### src/swm_pkg.sv
// Shared constants and types for the sliding window median block.
package swm_pkg;

    // Default build values
    localparam int MAX_WINDOW_DEF   = 16;
    localparam int SAMPLE_WIDTH_DEF = 32;

    // Port and register widths
    localparam int SAMPLE_PORT_W = 32;
    localparam int MEDIAN_W      = 33;
    localparam int WIN_W         = 5;
    localparam int APB_AW        = 3;
    localparam int APB_DW        = 32;

    // Register map (word index taken from paddr[2])
    localparam logic REG_WINDOW = 1'b0;

    // Reset value of the window size register
    localparam logic [WIN_W-1:0] WIN_RESET = 5'd3;

    // Control that ripples from a cell to its right neighbor
    typedef struct packed {
        logic rm_le;   // an entry is removed at or left of this cell
        logic take;    // the insert position is at or left of this cell
    } t_cell_ctl;

endpackage

### src/swm_cell.sv
// One cell of the sorted chain: holds one sample and its age.
module swm_cell
    import swm_pkg::*;
#(
    parameter int SAMPLE_WIDTH = SAMPLE_WIDTH_DEF,
    parameter int AGE_W        = 4,
    parameter int FILL_W       = 5
) (
    input  logic                    i_clk,
    input  logic                    i_update,
    input  logic                    i_insert,
    input  logic [FILL_W-1:0]       i_win,
    input  logic [SAMPLE_WIDTH-1:0] i_sample,
    input  logic                    i_own_valid,
    // raw contents of the right neighbor
    input  logic                    i_right_valid,
    input  logic [SAMPLE_WIDTH-1:0] i_right_value,
    input  logic [AGE_W-1:0]        i_right_age,
    // compacted contents and control of the left neighbor
    input  logic [SAMPLE_WIDTH-1:0] i_left_cvalue,
    input  logic [AGE_W-1:0]        i_left_cage,
    input  t_cell_ctl               i_left_ctl,
    // own stored contents
    output logic [SAMPLE_WIDTH-1:0] o_value,
    output logic [AGE_W-1:0]        o_age,
    // own compacted contents and control for the right neighbor
    output logic [SAMPLE_WIDTH-1:0] o_cvalue,
    output logic [AGE_W-1:0]        o_cage,
    output t_cell_ctl               o_ctl
);

    logic [SAMPLE_WIDTH-1:0] r_value, n_value;
    logic [AGE_W-1:0]        r_age, n_age;
    logic [FILL_W-1:0]       age_p1;
    logic                    aged_out;
    logic                    greater;
    logic                    cvalid;

    // Entry leaves the window once its age reaches window - 1
    assign age_p1   = FILL_W'(r_age) + FILL_W'(1);
    assign aged_out = i_own_valid && (age_p1 >= i_win);

    // Remove only the leftmost aged-out entry; shift left behind it
    assign o_ctl.rm_le = i_left_ctl.rm_le | aged_out;
    assign cvalid      = o_ctl.rm_le ? i_right_valid : i_own_valid;
    assign o_cvalue    = o_ctl.rm_le ? i_right_value : r_value;
    assign o_cage      = o_ctl.rm_le ? i_right_age   : r_age;

    // Insert position: first compacted slot that is empty or holds a larger value
    assign greater     = $signed(o_cvalue) > $signed(i_sample);
    assign o_ctl.take  = !cvalid || greater;

    // Next contents
    always_comb begin
        n_value = o_cvalue;
        n_age   = o_cage;
        if (i_insert) begin
            if (!o_ctl.take) begin
                n_value = o_cvalue;
                n_age   = o_cage + AGE_W'(1);
            end else if (i_left_ctl.take) begin
                n_value = i_left_cvalue;
                n_age   = i_left_cage + AGE_W'(1);
            end else begin
                n_value = i_sample;
                n_age   = '0;
            end
        end
    end

    // Payload storage, no reset
    always_ff @(posedge i_clk) begin
        if (i_update) begin
            r_value <= n_value;
            r_age   <= n_age;
        end
    end

    assign o_value = r_value;
    assign o_age   = r_age;

endmodule

### src/sliding_window_median.sv
// Top level of the sliding window median filter: control, register port and output stage.
//
// Usage:
//   Samples enter on i_valid/o_ready with i_sample and i_restart; one beat per sample.
//   i_restart empties the window before its sample is taken.
//   Once the window holds window_size samples, every sample gives one result beat on
//   o_valid/i_ready carrying o_median_x2, twice the median of the window.
//   Before that, samples give no result.
//   o_valid rises once the result flag set on acceptance loads the output register.
//   Throughput: one sample per cycle unless held (see below). Each sample is sorted into
//   a row of cells: the oldest entry drops out and the new one slides into place.
//   After window_size is lowered with more samples stored than the new window, the
//   next sample waits while the chain removes the surplus entries, one per cycle
//   while that sample is offered (a restarting sample waits for none).
//   Reset (synchronous, active low) empties the window, sets window_size to 3 and
//   clears the output stage. window_size lives at APB byte address 0. The user must
//   see that it is written only while the block is idle; the block does not enforce this.
//   When the receiver stalls, one result is held in the output register; the next
//   sample is still taken, but a second finished result holds the chain until the
//   first is taken.
module sliding_window_median
    import swm_pkg::*;
#(
    parameter int MAX_WINDOW   = MAX_WINDOW_DEF,
    parameter int SAMPLE_WIDTH = SAMPLE_WIDTH_DEF
) (
    input  logic                       i_clk,
    input  logic                       i_rst_n,
    // sample channel
    input  logic                       i_valid,
    output logic                       o_ready,
    input  logic [SAMPLE_PORT_W-1:0]   i_sample,
    input  logic                       i_restart,
    // result channel
    output logic                       o_valid,
    input  logic                       i_ready,
    output logic signed [MEDIAN_W-1:0] o_median_x2,
    // register port
    input  logic                       psel,
    input  logic                       penable,
    input  logic                       pwrite,
    input  logic [APB_AW-1:0]          paddr,
    input  logic [APB_DW-1:0]          pwdata,
    output logic [APB_DW-1:0]          prdata,
    output logic                       pready
);

    localparam int FILL_W = $clog2(MAX_WINDOW + 1);
    localparam int AGE_W  = (MAX_WINDOW > 1) ? $clog2(MAX_WINDOW) : 1;
    localparam int IDX_W  = AGE_W;

    logic [WIN_W-1:0]  r_win_size;
    logic [FILL_W-1:0] r_fill, n_fill;
    logic              r_emit, n_emit;
    logic              r_out_valid, n_out_valid;
    logic signed [MEDIAN_W-1:0] r_median, n_median;

    logic [31:0]       win_wide, win_clamp;
    logic [FILL_W-1:0] win_eff;
    logic [FILL_W-1:0] fill_base;
    logic              need_drop, blocked, accept, drop_cyc, update, load;
    logic              cfg_wr;

    logic [SAMPLE_WIDTH-1:0] sample_s;
    logic [SAMPLE_WIDTH-1:0] cell_value  [MAX_WINDOW];
    logic [AGE_W-1:0]        cell_age    [MAX_WINDOW];
    logic [SAMPLE_WIDTH-1:0] cell_cvalue [MAX_WINDOW];
    logic [AGE_W-1:0]        cell_cage   [MAX_WINDOW];
    logic [MAX_WINDOW-1:0]   own_valid;
    t_cell_ctl               cell_ctl    [MAX_WINDOW];
    logic                    any_rm;

    logic [IDX_W-1:0]        idx_hi, idx_lo;
    logic [SAMPLE_WIDTH-1:0] mid_hi, mid_lo;

    // Register port
    assign pready = 1'b1;
    assign cfg_wr = psel && penable && pwrite && (paddr[2] == REG_WINDOW);
    assign prdata = (paddr[2] == REG_WINDOW) ? {(APB_DW - WIN_W)'(0), r_win_size} : '0;

    always_ff @(posedge i_clk) begin
        if (!i_rst_n) begin
            r_win_size <= WIN_RESET;
        end else if (cfg_wr) begin
            r_win_size <= pwdata[WIN_W-1:0];
        end
    end

    // Effective window: zero acts as one, large values as the cell count
    always_comb begin
        win_wide = {(32 - WIN_W)'(0), r_win_size};
        if (win_wide == 32'd0) begin
            win_clamp = 32'd1;
        end else if (win_wide > 32'(MAX_WINDOW)) begin
            win_clamp = 32'(MAX_WINDOW);
        end else begin
            win_clamp = win_wide;
        end
    end
    assign win_eff = win_clamp[FILL_W-1:0];

    // Handshake control
    assign need_drop = r_fill > win_eff;
    assign load      = r_emit && (!r_out_valid || i_ready);
    assign blocked   = r_emit && !load;
    assign o_ready   = !blocked && (!need_drop || i_restart);
    assign accept    = i_valid && o_ready;
    assign drop_cyc  = i_valid && !blocked && need_drop && !i_restart;
    assign update    = accept || drop_cyc;
    assign fill_base = (i_valid && i_restart) ? '0 : r_fill;
    assign sample_s  = i_sample[SAMPLE_WIDTH-1:0];

    // Valid entries are the first fill_base cells
    always_comb begin
        for (int j = 0; j < MAX_WINDOW; j++) begin
            own_valid[j] = FILL_W'(j) < fill_base;
        end
    end

    // Sorted chain of cells
    genvar g;
    generate
        for (g = 0; g < MAX_WINDOW; g++) begin : g_cell
            logic                    right_valid;
            logic [SAMPLE_WIDTH-1:0] right_value;
            logic [AGE_W-1:0]        right_age;
            logic [SAMPLE_WIDTH-1:0] left_cvalue;
            logic [AGE_W-1:0]        left_cage;
            t_cell_ctl               left_ctl;

            if (g == MAX_WINDOW - 1) begin : g_last
                assign right_valid = 1'b0;
                assign right_value = '0;
                assign right_age   = '0;
            end else begin : g_mid
                assign right_valid = own_valid[g+1];
                assign right_value = cell_value[g+1];
                assign right_age   = cell_age[g+1];
            end

            if (g == 0) begin : g_first
                assign left_cvalue = '0;
                assign left_cage   = '0;
                assign left_ctl    = '0;
            end else begin : g_rest
                assign left_cvalue = cell_cvalue[g-1];
                assign left_cage   = cell_cage[g-1];
                assign left_ctl    = cell_ctl[g-1];
            end

            swm_cell #(
                .SAMPLE_WIDTH (SAMPLE_WIDTH),
                .AGE_W        (AGE_W),
                .FILL_W       (FILL_W)
            ) u_cell (
                .i_clk         (i_clk),
                .i_update      (update),
                .i_insert      (accept),
                .i_win         (win_eff),
                .i_sample      (sample_s),
                .i_own_valid   (own_valid[g]),
                .i_right_valid (right_valid),
                .i_right_value (right_value),
                .i_right_age   (right_age),
                .i_left_cvalue (left_cvalue),
                .i_left_cage   (left_cage),
                .i_left_ctl    (left_ctl),
                .o_value       (cell_value[g]),
                .o_age         (cell_age[g]),
                .o_cvalue      (cell_cvalue[g]),
                .o_cage        (cell_cage[g]),
                .o_ctl         (cell_ctl[g])
            );
        end
    endgenerate

    assign any_rm = cell_ctl[MAX_WINDOW-1].rm_le;

    // Fill count and result flag
    always_comb begin
        n_fill = r_fill;
        n_emit = load ? 1'b0 : r_emit;
        if (accept) begin
            n_fill = fill_base - FILL_W'(any_rm) + FILL_W'(1);
            n_emit = (n_fill == win_eff);
        end else if (drop_cyc) begin
            n_fill = r_fill - FILL_W'(1);
        end
    end

    // Median taps from the settled chain
    assign idx_hi = IDX_W'(win_eff >> 1);
    assign idx_lo = win_eff[0] ? idx_hi : idx_hi - IDX_W'(1);
    assign mid_hi = cell_value[idx_hi];
    assign mid_lo = cell_value[idx_lo];

    // Output stage
    always_comb begin
        n_median    = r_median;
        n_out_valid = r_out_valid && !i_ready;
        if (load) begin
            n_median    = MEDIAN_W'($signed(mid_lo)) + MEDIAN_W'($signed(mid_hi));
            n_out_valid = 1'b1;
        end
    end

    always_ff @(posedge i_clk) begin
        if (!i_rst_n) begin
            r_fill      <= '0;
            r_emit      <= 1'b0;
            r_out_valid <= 1'b0;
        end else begin
            r_fill      <= n_fill;
            r_emit      <= n_emit;
            r_out_valid <= n_out_valid;
        end
    end

    always_ff @(posedge i_clk) begin
        r_median <= n_median;
    end

    assign o_valid     = r_out_valid;
    assign o_median_x2 = r_median;

endmodule

### config.mk
export PLATFORM = sky130hd
export DESIGN_NAME = sliding_window_median
export DESIGN_NICKNAME = d
export VERILOG_FILES = /design/src/swm_pkg.sv /design/src/swm_cell.sv /design/src/sliding_window_median.sv
export SDC_FILE = /design/constraint.sdc
export NUM_CORES = 2
export LEC_CHECK = 0
export BUFFER_PORTS_ARGS = -buffer_cell sky130_fd_sc_hd__buf_2
export CORE_MARGIN = 5
export CORE_UTILIZATION = 45
export DETAILED_ROUTE_END_ITERATION = 8
export PLACE_DENSITY = 0.61
export SYNTH_ARGS = -nofsm -noshare
export SYNTH_HDL_FRONTEND = slang
export SYNTH_SLANG_ARGS = --single-unit
### constraint.sdc
create_clock -name i_clk -period 16.7 [get_ports i_clk]
set_input_delay 0.835 -clock i_clk [delete_from_list [all_inputs] [get_ports i_clk]]
set_output_delay 0.835 -clock i_clk [all_outputs]
set_load 0.02 [all_outputs]
**Word-level counts from Yosys, hierarchy flattened**

Cells that the tools add are included.

- Add/sub/neg operators: 37
- Multiply operators: 0
- Div/mod/pow operators: 0
- Magnitude comparators: 52
- Equality and inequality tests: 1
- Shift-type cells: 0
- Multiplexer cells: 158
- Bitwise gates (word level): 18
- Reduce and logical (&&, ||, !) cells: 72

Operator list:

| cell | count |
|---|---|
| $mux 32 | 67 |
| $gt 32x32->1 | 16 |
| $bmux 32 s4 | 2 |
| $mux 4 | 64 |
| $add 4x1->5 const B | 16 |
| $ge 5x5->1 | 16 |
| $add 4x1->4 const B | 16 |
| $lt 4x5->1 const A | 8 |
| $add 32x32->33 | 1 |
| $mux 5 | 6 |
| $logic_and 1x1->1 | 28 |
| $logic_not 1->1 | 22 |
| $lt 3x5->1 const A | 4 |
| $logic_or 1x1->1 | 19 |
| $mux 1 | 19 |
| $or 1x1->1 | 15 |
| $ge 5x5->1 const B | 2 |
| $lt 1x5->1 const A | 2 |
| $lt 2x5->1 const A | 2 |
| $not 4->5 | 2 |
| $add 5x1->5 const B | 1 |
| $eq 5x5->1 | 1 |
| $gt 5x5->1 | 1 |
| $gt 5x5->1 const B | 1 |
| other kinds (6) | 7 |

- Register bits after elaboration: 621
- Bits in latches: 0
- Memory bits (writable): 0
- Bits in read-only memories: 0
- Input port bits: 75
- Output and inout port bits: 68
- Logic and storage cells: 375
- Memories kept: 0

**Depth between registers and ports, before layout**

- Word-level depth: 25
- Mapped depth: 29
- Mapped depth without buffers: 24

**Cells and area by module**

Synthesis repeated with hierarchy kept, for this count alone.

- Cell total of the unflattened synthesis: 6410
- Area total of the unflattened synthesis: 65664.2 sq um

Modules (own cells, without submodules):

| module | times used | cells an instance | area each (sq um) | seq. area each (sq um) |
|---|---|---|---|---|
| swm_cell at g_cell[0].u_cell ... | 10 | 354 | 3599.7 | 1081.0 |
| swm_cell at g_cell[5].u_cell ... | 4 | 354 | 3558.4 | 1081.0 |
| sliding_window_median | 1 | 747 | 8246.7 | 1231.2 |
| swm_cell at g_cell[9].u_cell | 1 | 353 | 3627.2 | 1081.0 |
| swm_cell at g_cell[4].u_cell | 1 | 354 | 3559.7 | 1081.0 |

**Least setup slack after synthesis**

No wires, ideal clock.

- Kind: input port to flip-flop
- Start point: input port i_ready
- End point: register g_cell[15].u_cell.r_age[0] (data pin)
- Arrival time: 14.427 ns
- Required time: 16.444 ns
- Setup slack: 2.017 ns
- Stages on the path: 11
- Path buffers: 4
- Path through: nor2b_1 nand2_1 nand2_1 inv_1 and2_1 clkbuf_1 clkbuf_1 clkbuf_1 clkbuf_1 o21ai_0 o22a_1

- Cells in the longest elaborated chain, start to end: 8

RTL lines:

| element | line | text |
|---|---|---|
| from (decl) | sliding_window_median.sv:36 | `input logic i_ready,` |
| $logic_or 1x1->1 | sliding_window_median.sv:104 | `assign load = r_emit && (!r_out_valid \|\| i_ready);` |
| $logic_and 1x1->1 | sliding_window_median.sv:104 |  |
| $logic_not 1->1 | sliding_window_median.sv:105 | `assign blocked = r_emit && !load;` |
| $logic_and 1x1->1 | sliding_window_median.sv:105 |  |
| $logic_not 1->1 | sliding_window_median.sv:106 | `assign o_ready = !blocked && (!need_drop \|\| i_restart);` |
| $logic_and 1x1->1 | sliding_window_median.sv:106 |  |
| $logic_and 1x1->1 | sliding_window_median.sv:107 | `assign accept = i_valid && o_ready;` |
| $mux 4 | swm_cell.sv:57 | `if (i_insert) begin` |
| via g_cell[15].u_cell.n_age[0] | swm_cell.sv:33 | `logic [AGE_W-1:0] r_age, n_age;` |
| to (signal assigned) | swm_cell.sv:75 | `r_age <= n_age;` |
| to (decl) | swm_cell.sv:33 |  |

The timed path passes the listed nets, and every way through them passes these cells.
A chain may end at the register's enable or synchronous reset.

**Final worst setup path**

- Start point: register r_win_size[1]
- End point: register g_cell[15].u_cell.r_value[17] (data pin)

- Cells in the longest elaborated chain, start to end: 25
- Elaborated cells on any way between the ends: 69
- Those cells by class: order compare: 20; mux: 9; bitwise: 15; reduce/logical: 25

RTL lines:

| element | line | text |
|---|---|---|
| from (decl) | sliding_window_median.sv:52 | `logic [WIN_W-1:0] r_win_size;` |
| from (signal assigned) | sliding_window_median.sv:85 | `r_win_size <= pwdata[WIN_W-1:0];` |
| $gt 5x5->1 | sliding_window_median.sv:94 | `end else if (win_wide > 32'(MAX_WINDOW)) begin` |
| $mux 5 | sliding_window_median.sv:94 |  |
| $mux 5 (*) | sliding_window_median.sv:92 | `if (win_wide == 32'd0) begin` |
| $ge 5x5->1 | swm_cell.sv:41 | `assign aged_out = i_own_valid && (age_p1 >= i_win);` |
| $logic_and 1x1->1 | swm_cell.sv:41 |  |
| $or 1x1->1 (14 in a row) | swm_cell.sv:44 | `assign o_ctl.rm_le = i_left_ctl.rm_le \| aged_out;` |
| $or 1x1->1, or another cell as far along | swm_cell.sv:44 |  |
| $mux 32, or another cell as far along | swm_cell.sv:46 | `assign o_cvalue = o_ctl.rm_le ? i_right_value : r_value;` |
| $gt 32x32->1, or another cell as far along | swm_cell.sv:50 | `assign greater = $signed(o_cvalue) > $signed(i_sample);` |
| $logic_or 1x1->1 / $mux 32 (equally long branches) | swm_cell.sv:51, swm_cell.sv:61 |  |
| $mux 32 | swm_cell.sv:58 | `if (!o_ctl.take) begin` |
| $mux 32 (*) | swm_cell.sv:57 |  |
| via g_cell[15].u_cell.n_value[17] | swm_cell.sv:32 | `logic [SAMPLE_WIDTH-1:0] r_value, n_value;` |
| to (signal assigned) | swm_cell.sv:74 | `r_value <= n_value;` |
| to (decl) | swm_cell.sv:32 |  |

Mark *: on every way through the listed nets, which the timed path passes. The rest lies on a longest branch.

==> parameters.txt <==
Parameter                              Value

Cells and area
  Layout area overhead    7.91%
  Final Non-Filler Cells    7519
  Final nets    6459
  Layout cell share with drive strength beyond 1    0.182

Floorplanning
  Height of the chip    370 um
  Floorplan core area    0.129 mm^2
  Num rows    132
  Overall die area    0.137 mm^2
  Die Width    370 um
  Starting density of the core    0.451
  I/O pins    143

Worst setup path
  Worst Setup SP    r_win_size[1]$_SDFFE_PN1P_
  Reg-to-reg startpoint    r_win_size[1]$_SDFFE_PN1P_
  Type of the worst setup path    reg2reg
  Data required, critical path    17.05 ns
  CP endpoint kind    flip-flop
  Cells on worst reg2reg path    28
  Capture instance of the worst register-to-register path    g_cell[15].u_cell.o_value[17]$_DFFE_PP_
  Crit path arrival time    10.55 ns
  R2r setup slk    6.50 ns
  Crit-path max cell delay    0.89 ns
  Setup crit end    g_cell[15].u_cell.o_value[17]$_DFFE_PP_
  Most Frequent Cell on Critical Path    sky130_fd_sc_hd__buf_4
  Slowest-stage cell, CP    sky130_fd_sc_hd__nand2_2
  Peak fanout along the critical path    69
  CP startpoint kind    flip-flop

Timing
  Final worst path period need    10.20 ns
  Setup repair after global routing missed its margin    no
  Final sum of negative setup slack    0 ns
  Final Hold Fails    0
  Worst slew margin    0.262
  Timing-limited maximum frequency    98.0 MHz
  Slew at the pin closest to its max-slew limit    1.11 ns
  Least setup slack across all paths after layout    6.50 ns
  Max-slew violations    0
  Clock skew after layout    0.0285 ns
  Crit share post-route    0.611
  Setup violations, final    0

Logic synthesis
  Post-synthesis adder-cell area fraction    0.144
  Post-synth EDFFs    609
  Synthesis Warnings    0
  Sequential share of the synthesized area    0.319
  Netlist Area Pre-Place    0.0582 mm^2
  Post-synth cell types    90
  Synth Area in XOR/XNOR    0.0123
  Cell count after synthesis    5788
  Share of synthesized flip-flops with an asynchronous set or reset    0
  Compound-cell area share of the yosys netlist    0.137
  Register bit count reported by yosys    621
  Post-Syn Area per Cell    10.0 um^2
  Top_reg_cell synth    sky130_fd_sc_hd__edfxtp_1
  Synth Area in Simple Gates    0.111
  Main combinational cell family by area after synthesis    multiplexers
  Mux contribution to synthesized area    0.241

Clocking
  CTS sink cnt    621
  CTS HTree Levels    3
  Clock root cell    sky130_fd_sc_hd__clkbuf_16
  Clk buf depth    3
  Clock transition time at the flip-flop clock pins of the worst setup and hold paths    0.06 ns
  TritonCTS clock tree    yes
  # hold bufs at CTS    0
  Post-CTS setup repair buffer count    0
  Post_cts resized    0
  Clock latency on the worst-skew pair    0.67 ns
  TritonCTS buffer count    81

Place
  Placed insts    7373
  I/O Buffers    85
  Final RePlAce weighted congestion    0.945
  Final HPWL DP    138 mm
  Placement-stage worst setup slack    6.60 ns

Route
  Routed wirelength normalized by instance count    25.0 um
  Iteration count of the initial detailed-routing pass    5
  Post-Route M1 WL    80.8 mm
  WL final    188 mm
  Post-route antenna net violation count    0
  DRC marker count from the first detailed-route iteration    4435
  Met3 Wirelength    13.7 mm
  Uppermost layer routed    met4
  Number of vias per cell after detailed routing    6.22
  Wire length on met2    84.9 mm
  DRC violations left    0
  Via Count    46700

Global routing
  Tot GR Track Use    0.264
  Antenna violations before repair    5
  Global route total overflow    0
  Via count of the first global-routing pass    44700
  Global-route wire length before repair    280 mm
  Largest net degree at the start of global routing    132

Hold path
  Class of the tightest hold or removal check    in2reg

Outcome
  Status    completed

Flow run
  Max-cap violations    0
## per-layer routing
layer  up-vias  GRT usage
met3       363     0.0349
met4         0      0.103
met1     22600      0.360
li1      21900          -
met5         -          0
met2      1881      0.427
## cell families (layout without fill, tap and decap cells)
| logic type | count (synthesis) | in the layout |
|---|---|---|
| other | 2 | 32 |
| flip-flops | 621 | 621 |
| AND/OR/NAND/NOR | 1391 | 1391 |
| AO/OA/AOI/OAI | 1366 | 1366 |
| adder cells (fa/ha/maj) | 670 | 670 |
| XOR/XNOR | 82 | 82 |
| multiplexers | 1172 | 1172 |
| buffers and inverters | 484 | 443 |
## final cells by class
type                    instances  area, um^2
fillers                     12000       66200
well taps                    1742        2180
multi-input cells            4709       37900
flip-flops and latches        621       18500
inverters                     108         413
diodes                          4        10.0
clock buffers                 111        2210
repair buffers                193        1250
clock inverters                31         233
## through the flow
stage,util,cell area (um^2),hold slack (ns)
after floorplan,-,58300,0.455
after global placement,0.468,60300,0.475
after detailed placement,0.468,60300,0.485
after CTS,0.487,62800,0.349
after global routing,0.487,62800,0.361
final,0.487,62800,0.385
## synthesized netlist by cell type, types with 11 or more instances
master	count	area, um^2
sky130_fd_sc_hd__a211oi_1	34	255
sky130_fd_sc_hd__a21o_1	79	593
sky130_fd_sc_hd__a21oi_1	579	2900
sky130_fd_sc_hd__a221oi_1	25	219
sky130_fd_sc_hd__a31oi_1	28	175
sky130_fd_sc_hd__and2_1	50	313
sky130_fd_sc_hd__and3_1	39	244
sky130_fd_sc_hd__and4_1	13	114
sky130_fd_sc_hd__buf_1	52	195
sky130_fd_sc_hd__buf_2	87	435
sky130_fd_sc_hd__buf_4	35	263
sky130_fd_sc_hd__clkbuf_1	202	758
sky130_fd_sc_hd__dfxtp_1	12	240
sky130_fd_sc_hd__edfxtp_1	609	18300
sky130_fd_sc_hd__ha_1	669	8370
sky130_fd_sc_hd__inv_1	107	402
sky130_fd_sc_hd__mux2_2	553	6230
sky130_fd_sc_hd__mux2i_1	489	4890
sky130_fd_sc_hd__mux4_2	128	2880
sky130_fd_sc_hd__nand2_1	371	1390
sky130_fd_sc_hd__nand2b_1	37	231
sky130_fd_sc_hd__nand3_1	117	586
sky130_fd_sc_hd__nand4_1	102	638
sky130_fd_sc_hd__nor2_1	483	1810
sky130_fd_sc_hd__nor2b_1	54	338
sky130_fd_sc_hd__nor3_1	48	240
sky130_fd_sc_hd__nor4_1	17	106
sky130_fd_sc_hd__o211ai_1	45	338
sky130_fd_sc_hd__o21a_1	38	285
sky130_fd_sc_hd__o21ai_0	388	1940
sky130_fd_sc_hd__o21ai_1	12	60.1
sky130_fd_sc_hd__o21bai_1	16	120
sky130_fd_sc_hd__o22ai_1	13	81.3
sky130_fd_sc_hd__o31ai_1	17	128
sky130_fd_sc_hd__or2_2	11	68.8
sky130_fd_sc_hd__or3_1	16	100
sky130_fd_sc_hd__xnor2_1	48	420
sky130_fd_sc_hd__xor2_1	34	298
## registers in the layout, summed over array words and instances (netlist names)
| register | count |
|---|---|
| g_cell.u_cell.o_age | 64 |
| o_median_x2 | 33 |
| r_fill | 5 |
| g_cell.u_cell.o_value | 512 |
| r_win_size | 5 |
| r_emit | 1 |
| o_valid | 1 |
## worst max-delay path: cells and delay by family (launching register included)
kind / cells / cell delay, ns
flip-flops: 1 / 0.84
AND/OR/NAND/NOR: 8 / 2.06
adder cells (fa/ha/maj): 2 / 0.73
AO/OA/AOI/OAI: 11 / 3.54
buffers and inverters: 7 / 2.55
## layout by cell type, fill, tap and decap left out, types with 12 or more instances in the layout
cell type	netlist	layout
sky130_fd_sc_hd__clkinv_1	0	17
sky130_fd_sc_hd__nor2b_1	54	52
sky130_fd_sc_hd__clkbuf_1	202	25
sky130_fd_sc_hd__and2_1	50	44
sky130_fd_sc_hd__a21oi_1	579	577
sky130_fd_sc_hd__o22ai_1	13	12
sky130_fd_sc_hd__nor3_1	48	48
sky130_fd_sc_hd__nand3_1	117	115
sky130_fd_sc_hd__nand2b_1	37	35
sky130_fd_sc_hd__o21bai_1	16	15
sky130_fd_sc_hd__mux4_2	128	128
sky130_fd_sc_hd__nand4_1	102	102
sky130_fd_sc_hd__ha_1	669	669
sky130_fd_sc_hd__mux2_2	553	553
sky130_fd_sc_hd__edfxtp_1	609	609
sky130_fd_sc_hd__xor2_1	34	34
sky130_fd_sc_hd__a21o_1	79	78
sky130_fd_sc_hd__a211oi_1	34	34
sky130_fd_sc_hd__mux2i_1	489	488
sky130_fd_sc_hd__clkbuf_16	0	83
sky130_fd_sc_hd__xnor2_1	48	47
sky130_fd_sc_hd__buf_4	35	107
sky130_fd_sc_hd__conb_1	2	28
sky130_fd_sc_hd__a31oi_1	28	28
sky130_fd_sc_hd__o21a_1	38	38
sky130_fd_sc_hd__o21ai_0	388	388
sky130_fd_sc_hd__o21ai_1	12	12
sky130_fd_sc_hd__nor2_1	483	479
sky130_fd_sc_hd__o31ai_1	17	17
sky130_fd_sc_hd__a221oi_1	25	25
sky130_fd_sc_hd__nand2_1	371	360
sky130_fd_sc_hd__and4_1	13	12
sky130_fd_sc_hd__or3_1	16	16
sky130_fd_sc_hd__nor4_1	17	17
sky130_fd_sc_hd__inv_1	107	106
sky130_fd_sc_hd__and3_1	39	37
sky130_fd_sc_hd__o211ai_1	45	45
sky130_fd_sc_hd__buf_2	87	85
## worst min path at each step
stage          cells after the start  slack (ns)                          to                start
3_3_place_gp                       1        0.48          o_valid$_SDFF_PN0_  r_emit$_SDFFE_PN0P_
3_5_place_dp                       1        0.49          o_valid$_SDFF_PN0_  r_emit$_SDFFE_PN0P_
2_1_floorplan                      1        0.45          o_valid$_SDFF_PN0_  r_emit$_SDFFE_PN0P_
6_report                           3        0.39  r_win_size[0]$_SDFFE_PN1P_            pwdata[0]
4_1_cts                            3        0.35  r_win_size[1]$_SDFFE_PN1P_            pwdata[1]
5_1_grt                            3        0.36  r_win_size[1]$_SDFFE_PN1P_            pwdata[1]
Power is left out: the tool's default activity adds up to more than one toggle a clock period on the data nets, which glitch-free logic cannot reach.
